**src/assert_macros.svh**
```systemverilog
`ifndef ASSERT_MACROS_SVH
`define ASSERT_MACROS_SVH

// Concurrent check on an explicit clock and active-low reset.
`define ASSERT_CLK(lbl, clk, rstn, prop, msg) \
  lbl: assert property (@(posedge clk) disable iff (!(rstn)) (prop)) else $error(msg);

// Concurrent check on clk_i and rst_ni.
`define ASSERT_DFLT(lbl, prop, msg) \
  `ASSERT_CLK(lbl, clk_i, rst_ni, prop, msg)

`endif

```
**src/prlc_pkg.sv**
```systemverilog
package prlc_pkg;

  localparam int FRAC_BITS = 16;
  localparam int DATA_W    = 32;
  localparam int PER_W     = 31;
  localparam int OP_W      = DATA_W + 1;
  localparam int PROD_W    = 2 * OP_W;
  localparam int ACC_W     = DATA_W + 2;
  localparam int IDX_W     = 4;

  localparam logic signed [DATA_W-1:0] INTEGRAL_MAX = 32'sd65536;
  localparam logic signed [DATA_W-1:0] INTEGRAL_MIN = -32'sd65536;

  localparam logic [IDX_W-1:0] REG_KP       = IDX_W'(0);
  localparam logic [IDX_W-1:0] REG_KI       = IDX_W'(1);
  localparam logic [IDX_W-1:0] REG_KD       = IDX_W'(2);
  localparam logic [IDX_W-1:0] REG_PERIOD   = IDX_W'(3);
  localparam logic [IDX_W-1:0] REG_OUT_MIN  = IDX_W'(4);
  localparam logic [IDX_W-1:0] REG_OUT_MAX  = IDX_W'(5);
  localparam logic [IDX_W-1:0] REG_STEP_MIN = IDX_W'(6);
  localparam logic [IDX_W-1:0] REG_STEP_MAX = IDX_W'(7);

  typedef struct packed {
    logic signed [DATA_W-1:0] kp;
    logic signed [DATA_W-1:0] ki;
    logic signed [DATA_W-1:0] kd_per_period;
    logic        [PER_W-1:0]  sample_period;
    logic signed [DATA_W-1:0] output_min;
    logic signed [DATA_W-1:0] output_max;
    logic signed [DATA_W-1:0] step_min;
    logic        [PER_W-1:0]  step_max;
  } cfg_t;

  function automatic logic signed [DATA_W-1:0] sat_acc(input logic signed [ACC_W-1:0] v);
    logic signed [ACC_W-1:0] hi;
    logic signed [ACC_W-1:0] lo;
    logic signed [DATA_W-1:0] r;
    hi = ACC_W'({1'b0, {(DATA_W-1){1'b1}}});
    lo = -hi - ACC_W'(1);
    if (v > hi) begin
      r = hi[DATA_W-1:0];
    end else if (v < lo) begin
      r = lo[DATA_W-1:0];
    end else begin
      r = v[DATA_W-1:0];
    end
    return r;
  endfunction

endpackage

```
**src/prlc_cfg.sv**
```systemverilog
module prlc_cfg
  import prlc_pkg::*;
(
  input  logic              clk_i,
  input  logic              rst_ni,
  input  logic              cfg_valid_i,
  output logic              cfg_ready_o,
  input  logic [IDX_W-1:0]  cfg_index_i,
  input  logic [DATA_W-1:0] cfg_data_i,
  output cfg_t              cfg_o
);

  cfg_t cfg_q;

  assign cfg_ready_o = 1'b1;
  assign cfg_o       = cfg_q;

  always_ff @(posedge clk_i or negedge rst_ni) begin
    if (!rst_ni) begin
      cfg_q.kp            <= '0;
      cfg_q.ki            <= '0;
      cfg_q.kd_per_period <= '0;
      cfg_q.sample_period <= PER_W'(65536);
      cfg_q.output_min    <= -32'sd6554;
      cfg_q.output_max    <= 32'sd6554;
      cfg_q.step_min      <= -32'sd65536;
      cfg_q.step_max      <= PER_W'(65536);
    end else if (cfg_valid_i) begin
      unique case (cfg_index_i)
        REG_KP:       cfg_q.kp            <= cfg_data_i;
        REG_KI:       cfg_q.ki            <= cfg_data_i;
        REG_KD:       cfg_q.kd_per_period <= cfg_data_i;
        REG_PERIOD:   cfg_q.sample_period <= cfg_data_i[PER_W-1:0];
        REG_OUT_MIN:  cfg_q.output_min    <= cfg_data_i;
        REG_OUT_MAX:  cfg_q.output_max    <= cfg_data_i;
        REG_STEP_MIN: cfg_q.step_min      <= cfg_data_i;
        REG_STEP_MAX: cfg_q.step_max      <= cfg_data_i[PER_W-1:0];
        default: ;
      endcase
    end
  end

endmodule

```
**src/prlc_mul.sv**
```systemverilog
module prlc_mul
  import prlc_pkg::*;
(
  input  logic                     clk_i,
  input  logic signed [OP_W-1:0]   op_a_i,
  input  logic signed [OP_W-1:0]   op_b_i,
  output logic signed [DATA_W-1:0] term_o
);

  logic signed [PROD_W-1:0] prod_q;
  logic signed [PROD_W-1:0] shifted;

  always_ff @(posedge clk_i) begin
    prod_q <= op_a_i * op_b_i;
  end

  // drop fraction bits toward minus infinity, then saturate
  assign shifted = prod_q >>> FRAC_BITS;

  always_comb begin
    if (!shifted[PROD_W-1] && (shifted[PROD_W-2:DATA_W-1] != '0)) begin
      term_o = {1'b0, {(DATA_W-1){1'b1}}};
    end else if (shifted[PROD_W-1] && (shifted[PROD_W-2:DATA_W-1] != '1)) begin
      term_o = {1'b1, {(DATA_W-1){1'b0}}};
    end else begin
      term_o = shifted[DATA_W-1:0];
    end
  end

endmodule

```
**src/pid_rate_limited_controller.sv**
```systemverilog
// PID controller with clamped integral, output clamp and output step limit, signed Q16.16.
// One sample goes in per input transaction (clear_state in tuser) and one drive value comes
// out per output transaction. For a normal sample the sequencer forms the error, runs the
// integral, proportional, derivative and integral-gain products one after another through a
// single registered 33x33 multiplier, then clamps and rate-limits; the final step writes the
// output register. A clear sample goes straight from acceptance to the final step. The input
// is ready only while the sequencer is idle; a finished result may wait in the output register
// while the next sample is worked on, and the final step holds until that register is free.
// Configuration writes are always accepted.
module pid_rate_limited_controller
  import prlc_pkg::*;
(
  input  logic              clk_i,
  input  logic              rst_ni,
  input  logic              s_axis_tvalid,
  output logic              s_axis_tready,
  input  logic [63:0]       s_axis_tdata,   // measurement[31:0], setpoint[63:32]
  input  logic              s_axis_tuser,   // clear_state[0]
  output logic              m_axis_tvalid,
  input  logic              m_axis_tready,
  output logic [DATA_W-1:0] m_axis_tdata,   // drive[31:0]
  input  logic              cfg_valid_i,
  output logic              cfg_ready_o,
  input  logic [IDX_W-1:0]  cfg_index_i,
  input  logic [DATA_W-1:0] cfg_data_i
);

  `include "assert_macros.svh"

  localparam logic [3:0] S_IDLE  = 4'd0;
  localparam logic [3:0] S_ERR   = 4'd1;
  localparam logic [3:0] S_MI    = 4'd2;
  localparam logic [3:0] S_MP    = 4'd3;
  localparam logic [3:0] S_MD    = 4'd4;
  localparam logic [3:0] S_MK    = 4'd5;
  localparam logic [3:0] S_SUM   = 4'd6;
  localparam logic [3:0] S_CLAMP = 4'd7;
  localparam logic [3:0] S_STEP  = 4'd8;
  localparam logic [3:0] S_DONE  = 4'd9;

  cfg_t cfg;

  logic [3:0] state_q, state_d;
  logic       out_valid_q, out_valid_d;
  logic       in_fire, out_free;

  logic signed [DATA_W-1:0] meas_q, setp_q, err_q, total_q, drive_q;
  logic signed [DATA_W-1:0] integral_q, prior_q, last_q;
  logic signed [OP_W-1:0]   diff_q, change_q;
  logic signed [ACC_W-1:0]  acc_q;

  logic signed [OP_W-1:0]   mul_a, mul_b;
  logic signed [DATA_W-1:0] term;
  logic signed [OP_W-1:0]   isum, ilim;
  logic signed [ACC_W-1:0]  tsum;
  logic signed [OP_W-1:0]   csum;
  logic signed [DATA_W-1:0] drive_new;

  prlc_cfg u_cfg (
    .clk_i       (clk_i),
    .rst_ni      (rst_ni),
    .cfg_valid_i (cfg_valid_i),
    .cfg_ready_o (cfg_ready_o),
    .cfg_index_i (cfg_index_i),
    .cfg_data_i  (cfg_data_i),
    .cfg_o       (cfg)
  );

  prlc_mul u_mul (
    .clk_i  (clk_i),
    .op_a_i (mul_a),
    .op_b_i (mul_b),
    .term_o (term)
  );

  assign s_axis_tready = (state_q == S_IDLE);
  assign in_fire       = s_axis_tvalid && s_axis_tready;
  assign out_free      = !out_valid_q || m_axis_tready;
  assign m_axis_tvalid = out_valid_q;
  assign m_axis_tdata  = drive_q;

  always_comb begin
    mul_a = '0;
    mul_b = '0;
    unique case (state_q)
      S_MI: begin
        mul_a = OP_W'(err_q);
        mul_b = {2'b00, cfg.sample_period};
      end
      S_MP: begin
        mul_a = OP_W'(cfg.kp);
        mul_b = OP_W'(err_q);
      end
      S_MD: begin
        mul_a = OP_W'(cfg.kd_per_period);
        mul_b = diff_q;
      end
      S_MK: begin
        mul_a = OP_W'(cfg.ki);
        mul_b = OP_W'(integral_q);
      end
      default: ;
    endcase
  end

  always_comb begin
    isum = OP_W'(integral_q) + OP_W'(term);
    ilim = isum;
    if (ilim > OP_W'(INTEGRAL_MAX)) ilim = OP_W'(INTEGRAL_MAX);
    if (ilim < OP_W'(INTEGRAL_MIN)) ilim = OP_W'(INTEGRAL_MIN);

    tsum = acc_q;
    if (tsum > ACC_W'(cfg.output_max)) tsum = ACC_W'(cfg.output_max);
    if (tsum < ACC_W'(cfg.output_min)) tsum = ACC_W'(cfg.output_min);

    csum = OP_W'(total_q) - OP_W'(last_q);
    if (csum > $signed({2'b00, cfg.step_max})) csum = $signed({2'b00, cfg.step_max});
    if (csum < OP_W'(cfg.step_min)) csum = OP_W'(cfg.step_min);

    drive_new = sat_acc(ACC_W'(last_q) + ACC_W'(change_q));
  end

  always_comb begin
    state_d     = state_q;
    out_valid_d = out_valid_q && !m_axis_tready;
    unique case (state_q)
      S_IDLE:  if (in_fire) state_d = s_axis_tuser ? S_DONE : S_ERR;
      S_ERR:   state_d = S_MI;
      S_MI:    state_d = S_MP;
      S_MP:    state_d = S_MD;
      S_MD:    state_d = S_MK;
      S_MK:    state_d = S_SUM;
      S_SUM:   state_d = S_CLAMP;
      S_CLAMP: state_d = S_STEP;
      S_STEP:  state_d = S_DONE;
      S_DONE: begin
        if (out_free) begin
          state_d     = S_IDLE;
          out_valid_d = 1'b1;
        end
      end
      default: state_d = S_IDLE;
    endcase
  end

  always_ff @(posedge clk_i or negedge rst_ni) begin
    if (!rst_ni) begin
      state_q     <= S_IDLE;
      out_valid_q <= 1'b0;
      integral_q  <= '0;
      prior_q     <= '0;
      last_q      <= '0;
    end else begin
      state_q     <= state_d;
      out_valid_q <= out_valid_d;
      if (in_fire && s_axis_tuser) begin
        integral_q <= '0;
        last_q     <= '0;
      end
      if (state_q == S_MP) begin
        integral_q <= ilim[DATA_W-1:0];
      end
      if ((state_q == S_DONE) && out_free) begin
        last_q  <= drive_new;
        prior_q <= err_q;
      end
    end
  end

  always_ff @(posedge clk_i) begin
    if (in_fire) begin
      meas_q   <= $signed(s_axis_tdata[31:0]);
      setp_q   <= $signed(s_axis_tdata[63:32]);
      err_q    <= '0;
      change_q <= '0;
    end
    unique case (state_q)
      S_ERR:   err_q    <= sat_acc(ACC_W'(setp_q) - ACC_W'(meas_q));
      S_MI:    diff_q   <= OP_W'(err_q) - OP_W'(prior_q);
      S_MD:    acc_q    <= ACC_W'(term);
      S_MK:    acc_q    <= acc_q + ACC_W'(term);
      S_SUM:   acc_q    <= acc_q + ACC_W'(term);
      S_CLAMP: total_q  <= tsum[DATA_W-1:0];
      S_STEP:  change_q <= csum;
      S_DONE:  if (out_free) drive_q <= drive_new;
      default: ;
    endcase
  end

  `ASSERT_DFLT(a_integral_max, integral_q <= INTEGRAL_MAX, "integral above upper limit")
  `ASSERT_DFLT(a_integral_min, integral_q >= INTEGRAL_MIN, "integral below lower limit")
  `ASSERT_DFLT(a_valid_src, $rose(m_axis_tvalid) |-> ($past(state_q) == S_DONE), "early valid")
  `ASSERT_DFLT(a_busy_after_accept, in_fire |=> (state_q != S_IDLE), "idle after transaction")

endmodule
```
**config.mk**
```make
export PLATFORM = sky130hd
export DESIGN_NAME = pid_rate_limited_controller
export DESIGN_NICKNAME = d
export VERILOG_FILES = /design/src/prlc_pkg.sv /design/src/prlc_cfg.sv /design/src/prlc_mul.sv /design/src/pid_rate_limited_controller.sv
export VERILOG_INCLUDE_DIRS = /design/src /design/src/src
export SDC_FILE = /design/constraint.sdc
export NUM_CORES = 2
export LEC_CHECK = 0
export ABC_AREA = 1
export BUFFER_PORTS_ARGS = -buffer_cell sky130_fd_sc_hd__buf_2
export CAP_MARGIN = 20
export CORE_MARGIN = 5
export CORE_UTILIZATION = 60
export DETAILED_ROUTE_END_ITERATION = 8
export GPL_TIMING_DRIVEN = 0
export PLACE_DENSITY = 0.77
export SLEW_MARGIN = 20
export SYNTH_ARGS = -nofsm -noshare
export SYNTH_HDL_FRONTEND = slang
export SYNTH_HIERARCHICAL = 1
export SYNTH_SLANG_ARGS = --single-unit
```
**constraint.sdc**
```tcl
create_clock -name clk_i -period 18.68 [get_ports clk_i]
set_input_delay 4.67 -clock clk_i [delete_from_list [all_inputs] [get_ports clk_i]]
set_output_delay 4.67 -clock clk_i [all_outputs]
set_load 0.02 [all_outputs]
```
==> results.toml <==
[routing]
vias = 74900
route.met2.wl_microns = 128000
drt_first_pass_iters = 8
drc_errors = 0
met3_length_microns = 52800
drt-wirelength-per-cell_microns = 25.7
wl_met1_microns = 123000
viasPerCell = 5.93
drt_wl_total_microns = 324000
routed.top_layer = "met5"
drtIter0Drc = 10600
antenna_left = 0

[yosys]
ys_warn_count = 6
synth-edff-count = 260
syn_nets = 12400
yosysSeqAreaShare_pct = 21.4
synth_ff_type = "dfrtp_1"
syn_area_per_cell_sq_um = 7.85
synth-xor-area-share_pct = 2.22
synth.distinct_cells = 66
synth_top_family_by_area = "adder cells"
synthAdderAreaFrac_pct = 35.8
synth-seq-cells = 665
async_flop_share_pct = 53.4
synth_compound_area_share_pct = 7.56
synthesis.area_sq_um = 83000
synthMuxAreaShare_pct = 0
syn_inst = 10600
synth_simple_gate_area_share_pct = 19.6

[floorplan]
die-area_sq_um = 146000
die_y_microns = 382
initial_core_util_pct = 60.4
num_rows = 136
io_pins = 141
core_sq_um = 137000
die_x_microns = 382

[finish]
area_growth_syn_to_layout_pct = 6.69
seq_area_sq_um = 17800
drive_gt1_share_pct = 5.12
mostFrequentLayoutCells = "nand2_1 (2984), inv_1 (2431), fa_1 (1149), ha_1 (536), nor2_1 (490)"
final_cell_area_sq_um = 88600
nets = 12600
fillers = 12000
multi_input_area_sq_um = 54200
layout_commonest_cell = "nand2_1"

[sta]
period_share_pct = 66.1
rsz0062_at_grt = "false"
finalSetupTns_ps = 0
worst_slack_ps = 6330
slew_violations = 0
tightest_slew_ps = 1410
skew_ps = 30.9
hold_violations = 0
finalCriticalPeriod_ps = 12350
fmax_ghz = 0.0809
relSlewSlack_pct = 5.79
setup_viol = 0

[placed_design]
placedInstanceArea_sq_um = 86100
detailed_place_hpwl_microns = 268000
gp_congestion = 1.08
io_buffers = 107
place_ws_ps = 6800

[run_status]
status = "completed"

[worst_setup_path]
slowest_stage = "clkbuf_1"
setup.worst_path.start_class = "register"
cp_max_fo = 14
cp.required_ps = 19210
path_class = "register to register"
cp_top_family = "adder cells"
cpMostUsedCell = "inv_1"
critical_path_arrival_ps = 12880
path_buf_inv = 13
worstSetupEndpointType = "register"
slowest_delay_ps = 950

[clock_tree]
cts_hold_buf = 0
cts_tree = "built"
clk_pin_slew_ps = 70
cts_root_buf = "clkbuf_16"
clock_latency_ps = 670
cts_buffer_depth = 3
cts_buffers = 67
htreeDepth = 3
clock-sinks = 665
postCtsResizedCells = 0
cts_setup_buffers = 0

[grt]
track_usage_pct = 44.1
grt_pass1_wl_microns = 470000
grt_pass1_vias = 73000
grt_max_degree = 88
grt_overflow = 0
antenna_found_initial = 35

[flow_run]
maxCapViolations = 0

[min_path]
hold_class = "register to register"
## cells by family (layout without fill, tap and decap cells)
kind of cell / after synthesis / after routing
buffers and inverters: 2924 / 3166
xor gates and xnor gates: 210 / 210
and+or+nand+nor: 4037 / 4037
DFF: 665 / 665
other: 1 / 21
adders and majority gates: 1686 / 1686
AOI/OAI and AO/OA: 1058 / 1058
## worst register-to-register path, delay by kind of cell, from the launching register on
kind / cells / cell delay (ps)
flip-flops: 1 / 430
adder cells (fa/ha/maj): 9 / 4620
AO/OA/AOI/OAI: 6 / 1540
AND/OR/NAND/NOR: 7 / 1150
buffers and inverters: 13 / 4460
## synthesized netlist by cell type, types with 5 or more instances
cell type,count,area (sq um)
ha_1,536,6710
o21ai_1,19,95.1
nor4_1,24,150
a21boi_1,6,45.0
a21o_1,21,158
clkbuf_1,351,1320
or2_2,11,68.8
dfrtp_1,305,7630
inv_2,15,56.3
xor2_1,122,1070
nand4_1,169,1060
o21ai_0,315,1580
edfxtp_1,260,7810
a21oi_1,389,1950
nand3_1,244,1220
a211oi_1,12,90.1
nor3_1,52,260
dfxtp_1,50,1000
buf_4,8,60.1
nand3b_1,7,52.6
a21oi_2,10,87.6
fa_1,1150,23000
nand2_1,2986,11200
a221oi_1,10,87.6
nor2_1,492,1850
nor2_2,9,56.3
nand2_2,16,100
o21ai_2,26,228
a21boi_0,15,113
dfstp_2,50,1310
xnor2_1,88,771
o21a_1,31,233
buf_2,69,345
inv_1,2433,9130
clkbuf_2,29,145
o2111ai_1,62,543
a31oi_1,21,131
o21bai_1,86,646
buf_1,13,48.8
nand2_4,5,56.3
and2_1,5,31.3
o211ai_1,9,67.6
## sequential cells by signal, summed over array words and instances (netlist names)
name and cells:
m_axis_tvalid 1, err_q 32, setp_q 32, meas_q 32, state_q 4, u_mul/prod_q 50, diff_q 33, total_q 32
last_q 32, integral_q 32, u_cfg/cfg_o 254, m_axis_tdata 32, acc_q 34, change_q 33, prior_q 32
## final cells by class
cell class	instances	area share, %
flip-flops and latches	665	20.0
multi-input cells	6992	61.2
diodes	20	0.0565
inverters	2450	10.4
repair buffers	120	0.924
plain buffers	474	2.28
clock buffers	99	2.26
well taps	1794	2.53
clock inverters	23	0.301
## stage by stage
stage                     hold WS [ps]  util, %  cells
after CTS                          466     64.3  12600
after detailed placement           456     62.7  12500
final                              468     64.4  12600
after floorplan                    442        -  10600
after global routing               478     64.4  12600
after global placement             453     62.4  12500
## per-layer routing
layer,track usage [%],up-vias
met5,0.794,-
met4,22.1,32
met3,19.2,1078
met2,59.8,5133
met1,60.1,36400
li1,-,32300
## final timing paths
kind / slack [ps] / depth (start not counted) / startpoint / end
setup / recovery: 6330 / 35 / state_q[0] / u_mul/prod_q[53]
hold / removal: 470 / 2 / u_cfg/cfg_o[16] / u_cfg/cfg_o[16]
setup reg to reg: 6330 / 35 / state_q[0] / u_mul/prod_q[53]
hold reg to reg: 470 / 2 / u_cfg/cfg_o[16] / u_cfg/cfg_o[16]
max in group asynchronous: 13180 / 4 / rst_ni / u_cfg/cfg_o[143]
min in group asynchronous: 3880 / 1 / rst_ni / last_q[29]
Power is not shown: default switching activity piles up to over one toggle a cycle in this logic, so the estimate is an artifact.
